## src/sv/rrbs_pkg.sv

```systemverilog
// Shared types, widths and codes for the four-way round-robin burst scheduler.
`timescale 1ns / 1ps

package rrbs_pkg;

  // Queue geometry.
  localparam int NUM_DIRS    = 4;
  localparam int QUEUE_DEPTH = 16;
  localparam int PTR_W       = (QUEUE_DEPTH > 1) ? $clog2(QUEUE_DEPTH) : 1;
  localparam int CNT_W       = $clog2(QUEUE_DEPTH + 1);
  localparam int ADDR_W      = (NUM_DIRS * QUEUE_DEPTH > 1) ?
                               $clog2(NUM_DIRS * QUEUE_DEPTH) : 1;

  // Field widths.
  localparam int DIR_W   = 2;
  localparam int TAG_W   = 32;
  localparam int TIME_W  = 16;
  localparam int MAX_W   = 8;
  localparam int ENTRY_W = TAG_W + TIME_W;

  // Configuration port.
  localparam int CFG_IDX_W  = 2;
  localparam int CFG_DATA_W = 8;

  typedef logic [DIR_W-1:0]  dir_t;
  typedef logic [PTR_W-1:0]  ptr_t;
  typedef logic [CNT_W-1:0]  cnt_t;
  typedef logic [ADDR_W-1:0] addr_t;
  typedef logic [MAX_W-1:0]  served_t;

  // Register indexes.
  localparam logic [CFG_IDX_W-1:0] CFG_START_DIRECTION = 2'd0;
  localparam logic [CFG_IDX_W-1:0] CFG_MAX_PER_TURN    = 2'd1;

  // Register reset values.
  localparam dir_t    START_DIRECTION_RST = 2'd0;
  localparam served_t MAX_PER_TURN_RST    = 8'd4;
  localparam served_t SERVED_SAT          = 8'hFF;

  // Request codes.
  localparam logic REQ_ENQUEUE = 1'b0;
  localparam logic REQ_NEXT    = 1'b1;

  // One input item.
  typedef struct packed {
    logic              req_type;
    logic [TAG_W-1:0]  car_tag;
    dir_t              car_direction;
    logic [TIME_W-1:0] hold_time;
  } req_t;

  // One result item.
  typedef struct packed {
    logic              grant_valid;
    logic [TAG_W-1:0]  granted_tag;
    logic [TIME_W-1:0] granted_time;
    dir_t              granted_direction;
    logic              direction_changed;
    logic              enqueue_rejected;
  } rsp_t;

endpackage

```

## src/sv/rrbs_ram.sv

```systemverilog
// Generic single-write, single-read RAM with a registered read port.
`timescale 1ns / 1ps

module rrbs_ram #(
  parameter int WIDTH = 8,
  parameter int DEPTH = 16
) (
  input  logic                                    clk,
  input  logic                                    we,
  input  logic [((DEPTH > 1) ? $clog2(DEPTH) : 1)-1:0] waddr,
  input  logic [WIDTH-1:0]                        wdata,
  input  logic                                    re,
  input  logic [((DEPTH > 1) ? $clog2(DEPTH) : 1)-1:0] raddr,
  output logic [WIDTH-1:0]                        rdata
);

  logic [WIDTH-1:0] mem [DEPTH];

  // Write port.
  always_ff @(posedge clk) begin
    if (we) begin
      mem[waddr] <= wdata;
    end
  end

  // Registered read port.
  always_ff @(posedge clk) begin
    if (re) begin
      rdata <= mem[raddr];
    end
  end

endmodule

```

## src/sv/rrbs_rotate.sv

```systemverilog
// Picks the next non-empty direction clockwise from the current one.
`timescale 1ns / 1ps

module rrbs_rotate import rrbs_pkg::*; (
  input  dir_t                cur_dir,
  input  logic [NUM_DIRS-1:0] nonempty,
  output dir_t                next_dir
);

  // Search from the farthest step down so that the nearest non-empty queue
  // clockwise of the current one wins; the current direction comes last.
  always_comb begin
    dir_t cand;
    next_dir = cur_dir;
    for (int k = NUM_DIRS; k >= 1; k--) begin
      cand = cur_dir + DIR_W'(k);
      if (nonempty[cand]) begin
        next_dir = cand;
      end
    end
  end

endmodule

```

## src/sv/four_way_round_robin_burst_scheduler_core.sv

```systemverilog
// Top level of the four-way round-robin burst scheduler.
`timescale 1ns / 1ps

// Usage:
// - Input channel: an item (in_data) transfers at a rising edge with start
//   high and busy low. busy is high only while a configuration write is
//   offered, so items and register writes never land in the same cycle.
// - An enqueue item appends a car to its direction's queue, or reports
//   enqueue_rejected when that queue is full. A next item grants the head
//   car of the current direction, rotating clockwise past empty queues when
//   the current queue is empty or the turn's burst limit is used up.
// - Result channel: every item produces exactly one result, shown on
//   out_data for one cycle with out_valid high, once the item has passed
//   the input register and the result stage. The receiver cannot stall.
// - Throughput: one item per cycle while busy is low. Stage one updates
//   queue state and addresses the car store; the result stage registers the store's read data.
// - Configuration: cfg_index/cfg_data transfer when cfg_valid and cfg_ready
//   are high; cfg_ready is always high. Writing start_direction reloads the
//   current direction and restarts the turn. Unknown indexes are ignored.
// - Reset (synchronous, active low) empties all queues, serves north first,
//   sets the burst limit to four and drops any item in flight. The car
//   store needs no clearing since only written entries are ever read.

module four_way_round_robin_burst_scheduler_core import rrbs_pkg::*; (
  input  logic                  clk,
  input  logic                  rst_n,
  input  logic                  start,
  output logic                  busy,
  input  req_t                  in_data,
  output logic                  out_valid,
  output rsp_t                  out_data,
  input  logic                  cfg_valid,
  output logic                  cfg_ready,
  input  logic [CFG_IDX_W-1:0]  cfg_index,
  input  logic [CFG_DATA_W-1:0] cfg_data
);

  // Input register stage.
  logic s1_valid_r;
  req_t s1_req_r;

  // Scheduler state.
  ptr_t    head_r [NUM_DIRS];
  ptr_t    head_nxt [NUM_DIRS];
  ptr_t    tail_r [NUM_DIRS];
  ptr_t    tail_nxt [NUM_DIRS];
  cnt_t    cnt_r [NUM_DIRS];
  cnt_t    cnt_nxt [NUM_DIRS];
  dir_t    cur_dir_r, cur_dir_nxt;
  served_t served_r, served_nxt;
  dir_t    prev_dir_r, prev_dir_nxt;
  logic    granted_before_r, granted_before_nxt;
  served_t max_per_turn_r;

  // Result stage.
  logic s2_valid_r;
  logic s2_grant_r;
  dir_t s2_dir_r;
  logic s2_changed_r;
  logic s2_rejected_r;

  // Stage-one control.
  logic                item_accept;
  logic                cfg_write;
  logic [NUM_DIRS-1:0] nonempty;
  logic                any_car;
  logic                need_rotate;
  dir_t                rot_dir;
  dir_t                grant_dir;
  logic                do_grant;
  logic                do_enqueue;
  logic                enq_full;
  served_t             served_base;
  addr_t               waddr;
  addr_t               raddr;
  logic [ENTRY_W-1:0]  rdata;

  assign busy        = cfg_valid;
  assign cfg_ready   = 1'b1;
  assign item_accept = start && !busy;
  assign cfg_write   = cfg_valid && cfg_ready;

  // Per-direction occupancy.
  always_comb begin
    for (int i = 0; i < NUM_DIRS; i++) begin
      nonempty[i] = (cnt_r[i] != '0);
    end
  end
  assign any_car = |nonempty;

  rrbs_rotate u_rotate (
    .cur_dir  (cur_dir_r),
    .nonempty (nonempty),
    .next_dir (rot_dir)
  );

  // Decide what the registered item does this cycle.
  assign need_rotate = !nonempty[cur_dir_r] || (served_r >= max_per_turn_r);
  assign grant_dir   = need_rotate ? rot_dir : cur_dir_r;
  assign do_grant    = s1_valid_r && (s1_req_r.req_type == REQ_NEXT) && any_car;
  assign enq_full    = (cnt_r[s1_req_r.car_direction] == CNT_W'(QUEUE_DEPTH));
  assign do_enqueue  = s1_valid_r && (s1_req_r.req_type == REQ_ENQUEUE) && !enq_full;
  assign served_base = need_rotate ? '0 : served_r;

  // Car store addresses: one row of QUEUE_DEPTH entries per direction.
  assign waddr = addr_t'(s1_req_r.car_direction) * addr_t'(QUEUE_DEPTH)
               + addr_t'(tail_r[s1_req_r.car_direction]);
  assign raddr = addr_t'(grant_dir) * addr_t'(QUEUE_DEPTH)
               + addr_t'(head_r[grant_dir]);

  rrbs_ram #(
    .WIDTH (ENTRY_W),
    .DEPTH (NUM_DIRS * QUEUE_DEPTH)
  ) u_store (
    .clk   (clk),
    .we    (do_enqueue),
    .waddr (waddr),
    .wdata ({s1_req_r.car_tag, s1_req_r.hold_time}),
    .re    (do_grant),
    .raddr (raddr),
    .rdata (rdata)
  );

  // Next-state logic for queues, turn and history.
  always_comb begin
    head_nxt           = head_r;
    tail_nxt           = tail_r;
    cnt_nxt            = cnt_r;
    cur_dir_nxt        = cur_dir_r;
    served_nxt         = served_r;
    prev_dir_nxt       = prev_dir_r;
    granted_before_nxt = granted_before_r;

    if (do_enqueue) begin
      tail_nxt[s1_req_r.car_direction] =
        (tail_r[s1_req_r.car_direction] == PTR_W'(QUEUE_DEPTH - 1)) ? '0 :
        tail_r[s1_req_r.car_direction] + PTR_W'(1);
      cnt_nxt[s1_req_r.car_direction] = cnt_r[s1_req_r.car_direction] + CNT_W'(1);
    end

    if (do_grant) begin
      head_nxt[grant_dir] = (head_r[grant_dir] == PTR_W'(QUEUE_DEPTH - 1)) ? '0 :
                            head_r[grant_dir] + PTR_W'(1);
      cnt_nxt[grant_dir]  = cnt_r[grant_dir] - CNT_W'(1);
      cur_dir_nxt         = grant_dir;
      served_nxt          = (served_base == SERVED_SAT) ? served_base :
                            served_base + MAX_W'(1);
      prev_dir_nxt        = grant_dir;
      granted_before_nxt  = 1'b1;
    end

    // A start_direction write restarts the turn.
    if (cfg_write && (cfg_index == CFG_START_DIRECTION)) begin
      cur_dir_nxt = cfg_data[DIR_W-1:0];
      served_nxt  = '0;
    end
  end

  // Input register and scheduler state.
  always_ff @(posedge clk) begin
    if (!rst_n) begin
      s1_valid_r       <= 1'b0;
      cur_dir_r        <= START_DIRECTION_RST;
      served_r         <= '0;
      prev_dir_r       <= '0;
      granted_before_r <= 1'b0;
      max_per_turn_r   <= MAX_PER_TURN_RST;
      for (int i = 0; i < NUM_DIRS; i++) begin
        head_r[i] <= '0;
        tail_r[i] <= '0;
        cnt_r[i]  <= '0;
      end
    end else begin
      s1_valid_r       <= item_accept;
      cur_dir_r        <= cur_dir_nxt;
      served_r         <= served_nxt;
      prev_dir_r       <= prev_dir_nxt;
      granted_before_r <= granted_before_nxt;
      head_r           <= head_nxt;
      tail_r           <= tail_nxt;
      cnt_r            <= cnt_nxt;
      if (cfg_write && (cfg_index == CFG_MAX_PER_TURN)) begin
        max_per_turn_r <= cfg_data[MAX_W-1:0];
      end
    end
  end

  // Input payload.
  always_ff @(posedge clk) begin
    if (item_accept) begin
      s1_req_r <= in_data;
    end
  end

  // Result stage strobe.
  always_ff @(posedge clk) begin
    if (!rst_n) begin
      s2_valid_r <= 1'b0;
    end else begin
      s2_valid_r <= s1_valid_r;
    end
  end

  // Result stage payload.
  always_ff @(posedge clk) begin
    s2_grant_r    <= do_grant;
    s2_dir_r      <= grant_dir;
    s2_changed_r  <= !granted_before_r || (prev_dir_r != grant_dir);
    s2_rejected_r <= s1_valid_r && (s1_req_r.req_type == REQ_ENQUEUE) && enq_full;
  end

  // Result fields; grant fields read as zero when nothing was granted.
  assign out_valid                  = s2_valid_r;
  assign out_data.grant_valid       = s2_grant_r;
  assign out_data.granted_tag       = s2_grant_r ? rdata[ENTRY_W-1:TIME_W] : '0;
  assign out_data.granted_time      = s2_grant_r ? rdata[TIME_W-1:0] : '0;
  assign out_data.granted_direction = s2_grant_r ? s2_dir_r : '0;
  assign out_data.direction_changed = s2_grant_r && s2_changed_r;
  assign out_data.enqueue_rejected  = s2_rejected_r;

  // Every item in the input register yields a result from the result stage.
  a_result_follows: assert property (@(posedge clk) disable iff (!rst_n)
    s1_valid_r |=> out_valid)
    else $error("item in flight produced no result");

  // A grant always takes a car from a non-empty queue.
  a_grant_nonempty: assert property (@(posedge clk) disable iff (!rst_n)
    do_grant |-> (cnt_r[grant_dir] != '0))
    else $error("grant from an empty queue");

  // Queue occupancy never exceeds the queue depth.
  a_count_bound: assert property (@(posedge clk) disable iff (!rst_n)
    (cnt_r[0] <= CNT_W'(QUEUE_DEPTH)) && (cnt_r[1] <= CNT_W'(QUEUE_DEPTH)) &&
    (cnt_r[2] <= CNT_W'(QUEUE_DEPTH)) && (cnt_r[3] <= CNT_W'(QUEUE_DEPTH)))
    else $error("queue count above depth");

  // A result never reports both a grant and a rejected enqueue.
  a_result_kind: assert property (@(posedge clk) disable iff (!rst_n)
    out_valid |-> !(out_data.grant_valid && out_data.enqueue_rejected))
    else $error("result mixes grant and rejection");

endmodule
```

## config.mk

```make
export PLATFORM = sky130hd
export DESIGN_NAME = four_way_round_robin_burst_scheduler_core
export DESIGN_NICKNAME = d
export VERILOG_FILES = /design/src/sv/rrbs_pkg.sv /design/src/sv/rrbs_ram.sv /design/src/sv/rrbs_rotate.sv /design/src/sv/four_way_round_robin_burst_scheduler_core.sv
export SDC_FILE = /design/constraint.sdc
export NUM_CORES = 2
export LEC_CHECK = 0
export BUFFER_PORTS_ARGS = -buffer_cell sky130_fd_sc_hd__buf_2
export CORE_MARGIN = 10
export CORE_UTILIZATION = 45
export DETAILED_ROUTE_END_ITERATION = 6
export GPL_TIMING_DRIVEN = 0
export REMOVE_ABC_BUFFERS = 1
export SKIP_CTS_REPAIR_TIMING = 1
export SLEW_MARGIN = 10
export SYNTH_ARGS = -nofsm -noshare
export SYNTH_HDL_FRONTEND = slang
export SYNTH_SLANG_ARGS = --single-unit
```

## constraint.sdc

```tcl
create_clock -name clk -period 16.4 [get_ports clk]
set_clock_uncertainty 0.1 [all_clocks]
set_input_delay 1.64 -clock clk [delete_from_list [all_inputs] [get_ports clk]]
set_output_delay 1.64 -clock clk [all_outputs]
set_load 0.05 [all_outputs]
```

Word-level counts from Yosys, hierarchy flattened
Memories as Yosys holds them, arrays and structs flattened. A register that Yosys moved wholly into a read port is not among the register bits.
Index checks and enable logic that the tools add are counted.
{ "op_classes": {"add_sub_neg": 10, "order_cmp": 9, "n_eq_ne": 6, "mux": 49, "bitwise_logic": 4, "n_reduce_logical": 25} }
{ "ops": {"columns": ["op", "n"], "rows": [
  ["20-bit bitwise mux", 2],
  ["20-bit 2-to-1 mux", 2],
  ["16-bit bitwise mux", 2],
  ["32-bit 2-to-1 mux", 1],
  ["4-bit 2-to-1 mux", 8],
  ["5-bit 2-to-1 mux", 6],
  ["5-bit binary-select mux with 2-bit select", 2],
  ["5-bit demux with 2-bit select", 2],
  ["5-bit nonzero test", 4],
  ["4-bit binary-select mux with 2-bit select", 2],
  ["4-bit demux with 2-bit select", 2],
  ["16-bit 2-to-1 mux", 1],
  ["8-bit 2-to-1 mux", 2],
  ["2-bit 2-to-1 mux", 7],
  ["6-bit by 4-bit adder with 6-bit output", 2],
  ["2-bit by 3-bit < comparator with 1-bit output (second input constant)", 4],
  ["1-bit logical AND", 11],
  ["4-bit by 1-bit adder with 4-bit output (second input constant)", 2],
  ["8-bit by 1-bit adder with 8-bit output (second input constant)", 1],
  ["1-bit binary-select mux with 2-bit select", 4],
  ["4-bit == test (second input constant)", 2],
  ["8-bit == test (second input constant)", 1],
  ["8-bit greater-or-equal comparator", 1],
  ["3-bit greater-or-equal comparator (second input constant)", 2],
  ["other kinds (17)", 30]
]} }
{ "word_totals": {"ff_bits": 131, "mem_bits_rw": 3072, "in_bits": 65, "out_inout_bits": 56, "elab_cells": 131, "memories": 1} }
{ "mem_list": {"columns": ["memory", "words", "word_bits", "read_ports", "rd_clocked_by_memory_dff", "wr", "line", "source"], "rows": [
  ["u_store.mem", 64, 48, 1, 1, 1, "rrbs_ram.sv:17", "logic [WIDTH-1:0] mem [DEPTH];"]
]} }

Depth between registers and ports, before layout
{ "depth": {"word_depth": 14, "ltp_mapped": 20, "depth_no_buf": 16} }

Cells and area by module
A second synthesis with hierarchy kept.
{ "hier_totals": {"hier_cells": 5597, "area_unflattened_um2": 124137.8} }
{ "modules_own_cells": {"columns": ["module", "instances", "cells_per_inst", "area_per_inst_um2"], "rows": [
  ["rrbs_ram", 1, 4970, 117597.8],
  ["four_way_round_robin_burst_scheduler_core", 1, 614, 6465.0],
  ["rrbs_rotate", 1, 13, 75.1]
]} }

Worst setup path before layout
OpenSTA, ideal clock, no wires.
{ "synth_path": {"path_type": "register to register", "from": "register s1_req_r[17] in the netlist's numbering", "to": "memory u_store.mem[7][0] in the netlist's numbering (enable)", "arrival_time_ns": 6.649, "setup_slack_ns": 9.078, "path_stages_with_launch": 11, "synth_period_minus_slack_ns": 7.322, "path_cell_list": "edfxtp_1 -> clkbuf_1 -> clkbuf_1 -> mux4_2 -> inv_1 -> ha_1 -> nand4bb_1 -> and3b_1 -> clkbuf_1 -> clkinv_1 -> nor4_1"} }
{ "synth_between": {"elab_chain_len": 9} }
{ "synth_lines": {"columns": ["item", "line", "source"], "rows": [
  ["start: declaration", "four_way_round_robin_burst_scheduler_core.sv:40", "req_t s1_req_r;"],
  ["start signal: assignment", "four_way_round_robin_burst_scheduler_core.sv:191", "s1_req_r <= in_data;"],
  ["2-bit inverter with 3-bit output (implied by the code)", "four_way_round_robin_burst_scheduler_core.sv:101, four_way_round_robin_burst_scheduler_core.sv:107", null],
  ["5-bit binary-select mux with 2-bit select", "four_way_round_robin_burst_scheduler_core.sv:101", "assign enq_full = (cnt_r[s1_req_r.car_direction] == CNT_W'(QUEUE_DEPTH));"],
  ["5-bit 2-to-1 mux (implied by the code) (2 in series)", "four_way_round_robin_burst_scheduler_core.sv:101", null],
  ["5-bit == test", "four_way_round_robin_burst_scheduler_core.sv:101", null],
  ["1-bit logical NOT", "four_way_round_robin_burst_scheduler_core.sv:102", "assign do_enqueue = s1_valid_r && (s1_req_r.req_type == REQ_ENQUEUE) && !enq_full;"],
  ["1-bit logical AND", "four_way_round_robin_burst_scheduler_core.sv:102", null],
  ["1-bit 2-to-1 mux", "rrbs_ram.sv:21", "if (we) begin"],
  ["1-bit 2-to-1 mux (implied by the code)", "rrbs_ram.sv:22", "mem[waddr] <= wdata;"],
  ["end: declaration", "rrbs_ram.sv:17", null]
]} }
Parallel ways exist; a longest one is shown, timed or not. The select of a mux whose other input is x is not followed.

Final worst setup path
{ "layout_path": {"from": "register cnt_r[12] in the netlist's numbering", "to": "register u_store.rdata[0] (read register of u_store.mem), data pin"} }
{ "layout_between": {"elab_chain_len": 12} }
{ "layout_lines": {"columns": ["item", "line", "source"], "rows": [
  ["start: declaration", "four_way_round_robin_burst_scheduler_core.sv:47", "cnt_t cnt_r [NUM_DIRS];"],
  ["start signal: assignment", "four_way_round_robin_burst_scheduler_core.sv:181", "cnt_r <= cnt_nxt;"],
  ["5-bit nonzero test (*)", "four_way_round_robin_burst_scheduler_core.sv:86", "nonempty[i] = (cnt_r[i] != '0);"],
  ["1-bit binary-select mux with 2-bit select", "rrbs_rotate.sv:17", "if (nonempty[cand]) begin"],
  ["1-bit 2-to-1 mux (implied by the code)", "rrbs_rotate.sv:17", null],
  ["2-bit 2-to-1 mux (3 in series)", "rrbs_rotate.sv:17", null],
  ["2-bit 2-to-1 mux", "four_way_round_robin_burst_scheduler_core.sv:99", "assign grant_dir = need_rotate ? rot_dir : cur_dir_r;"],
  ["2-bit inverter with 3-bit output (implied by the code)", "four_way_round_robin_burst_scheduler_core.sv:109", "+ addr_t'(head_r[grant_dir]);"],
  ["4-bit binary-select mux with 2-bit select", "four_way_round_robin_burst_scheduler_core.sv:109", null],
  ["4-bit 2-to-1 mux (implied by the code) (2 in series)", "four_way_round_robin_burst_scheduler_core.sv:109", null],
  ["6-bit by 4-bit adder with 6-bit output", "four_way_round_robin_burst_scheduler_core.sv:109", null],
  ["end: declaration", "rrbs_ram.sv:14", "output logic [WIDTH-1:0] rdata"]
]} }
Every way passes the cells marked *; elsewhere a longest branch is shown, timed or not. The select of a mux whose other input is x is not followed.
A chain may end at the register's enable or synchronous reset.

==> impl_metrics.json <==
{
  "grt_pass1_wl_um": 609000,
  "period_share": 0.503,
  "die-area_mm2": 0.306,
  "critPathMostFrequentCell": "buf_16",
  "final_hold_viol_count": 0,
  "cp.arrival_ns": 8.64,
  "r2r_cells": 19,
  "grt_usage": 0.276,
  "rsz0062_at_grt": "no",
  "cts_root_buffer": "clkbuf_16",
  "design_area_mm2": 0.153,
  "relSlewSlack": 0.156,
  "synth_enable_flop_cells": 3171,
  "worstPathMaxFanout": 69,
  "power_mw": 19.2,
  "drc": 22,
  "h-tree-depth": 5,
  "finalWirelength_um": 440000,
  "critPathLaunch": "cnt_r[12]",
  "crit_chain": "nor4_1 > nand2b_1 > mux4_2 > a2111o_1 > o21a_2 > buf_12 > o211ai_4 > buf_16 > buf_16 > buf_16 > buf_16 > nand2_4 > buf_16 > inv_8 > buf_16 > buf_16 > a2111oi_0 > nor4_1 > nand4_1",
  "ios": 121,
  "synthCells": 7856,
  "max_freq_ghz": 0.121,
  "synth.distinct_cells": 71,
  "hold_start": "granted_before_r",
  "start_kind": "register",
  "hpwl_um": 295000,
  "gp_congestion": 0.785,
  "path_class": "reg -> reg",
  "fin_util": 0.541,
  "worst_setup_path_end_kind": "register",
  "critical_path_required_ns": 16.79,
  "cts.sinks": 3251,
  "drive_above_1_share": 0.163,
  "tightest_slew_ns": 1.25,
  "place_area_mm2": 0.143,
  "portBuffers": 119,
  "cap_violations": 0,
  "final_max_slew_viol_count": 0,
  "clk_path_buf_depth": 4,
  "layout_commonest_cell": "edfxtp_1",
  "dr.pass1.iters": 7,
  "cpMaxStageDelayCell": "nor4_1",
  "design.core.area_mm2": 0.283,
  "ir_drop_uv": 128,
  "min_path_type": "reg -> reg",
  "vias": 83000,
  "viasPerCell": 6.73,
  "holdPathStages": 1,
  "grt_start_max_net_pins": 109,
  "seq_area_frac_synth": 0.757,
  "layout_min_cycle_time_ns": 8.24,
  "ant_nets": 0,
  "layout_common_cells": "edfxtp_1, and3_1, a211oi_1",
  "die_y_um": 553,
  "ys.flop_type": "edfxtp_1",
  "maxUsedRoutingLayer": "met5",
  "setup_violations": 0,
  "p_per_area_mw_per_mm2": 126,
  "cts_inserted_buffers": 333,
  "wl_met2_um": 189000,
  "die_x_um": 553,
  "cts_tree": "yes",
  "drt_iter0_drc": 13700,
  "antenna_found_initial": 27,
  "initial_core_util": 0.453,
  "status": "finished, violations left",
  "dp.cells": 11700,
  "yosys_register_bits": 3251,
  "grt_overflow_total": 0,
  "wl_per_cell_um": 35.7,
  "failed_checks": "DRC",
  "holdWs_ns": 0.298,
  "grt_pass1_vias": 79600,
  "m1WireLength_um": 166000,
  "ys_warn_count": 0,
  "fp-row-count": 195,
  "areaGrowthSynthToFinish_pct": 19.6,
  "netlist_area_mm2": 0.128,
  "nNetsFinal": 8389,
  "clk_pin_slew_worst_paths_ns": 0.06,
  "syn_area_per_cell_um2": 16.3,
  "p_leak_nw": 52.5,
  "fin_cells": 12300,
  "met3_length_um": 58900,
  "max_stage_delay_ns": 0.94,
  "insertion_delay_ns": 0.91,
  "regToRegStartpoint": "cnt_r[12]",
  "ys_async_sr_fraction": 0
}
## registers in the layout, indices dropped and copies added (netlist names)
name              count
s1_req_r             51
u_store.mem        3072
u_store.rdata        48
s2_grant_r            1
s1_valid_r            1
served_r              8
max_per_turn_r        8
cur_dir_r             2
out_valid             1
s2_rejected_r         1
head_r               16
granted_before_r      1
tail_r               16
s2_dir_r              2
cnt_r                20
s2_changed_r          1
prev_dir_r            2
## kinds of logic after synthesis
family          synth area share
flops                      0.757
simple gates              0.0779
compound gates             0.109
buf+inv                   0.0222
mux                       0.0318
fa+ha+maj                0.00137
xor+xnor                0.000685
other cells            0.0000293
## critical path: cells and delay by family, from the launching register on
kind | cells | cell delay, ns
AOI/OAI and AO/OA | 4 | 1.73
buffers and inverters | 9 | 2.53
DFF | 1 | 0.35
muxes | 1 | 0.58
and+or+nand+nor | 5 | 2.44
## cell usage after synthesis, drive strengths merged (12+ instances only)
master,instances,share of area
edfxtp,3171,0.74
a211oi,876,0.054
and3,875,0.043
clkbuf,454,0.013
mux2i,371,0.029
a221oi,288,0.020
nand2,277,0.0082
nor4,213,0.011
buf,184,0.0080
nor2,148,0.0043
o22ai,98,0.0048
a22oi,97,0.0057
a2111oi,96,0.0066
dfxtp,80,0.013
o21ai,71,0.0028
nand3,67,0.0026
and2,65,0.0032
a31oi,51,0.0025
a222oi,48,0.0038
a32oi,48,0.0033
nand4,48,0.0023
nor2b,33,0.0016
a21oi,25,0.00098
inv,25,0.00073
o211ai,20,0.0016
o211a,16,0.0013
ha,14,0.0014
nand2b,12,0.00059
## metrics by stage
| step | setup TNS (ns) | setup slack [ns] |
|---|---|---|
| floorplan | -1946.73 | -31.07 |
| global placement | -8003.09 | -124.36 |
| detailed placement | 0 | 8.36 |
| CTS | 0 | 8.36 |
| global route | 0 | 7.89 |
| finish | 0 | 8.16 |
## worst paths after layout
check	end	slack, ns
worst max-delay path	u_store.rdata[0]	8.16
worst min-delay path	s2_changed_r	0.30
worst max register to register	u_store.rdata[0]	8.16
worst min register to register	s2_changed_r	0.30
## where the power goes
part / internal, mW / switching (mW) / total [mW]
Clock: 4.15 / 3.17 / 7.32
Sequential: 9.18 / 0.0451 / 9.23
Combinational: 0.920 / 1.77 / 2.69
Total: 14.3 / 4.98 / 19.2
## metal layers
metal	vias to the layer above	track usage
met4	12	0.137
li1	33500	-
met1	41800	0.373
met3	1401	0.0852
met5	-	0
met2	6323	0.403
## area by class of cell
class	instances	area, um2
antenna	21	52.6
clock buffer	407	8740
clock inverter	183	1540
fill	21800	130000
inverter	28	119
multi-input combinational	3939	28900
sequential	3251	96800
tap	3743	4680
timing repair buffer	757	12000
(Power assumes the default switching activity.)
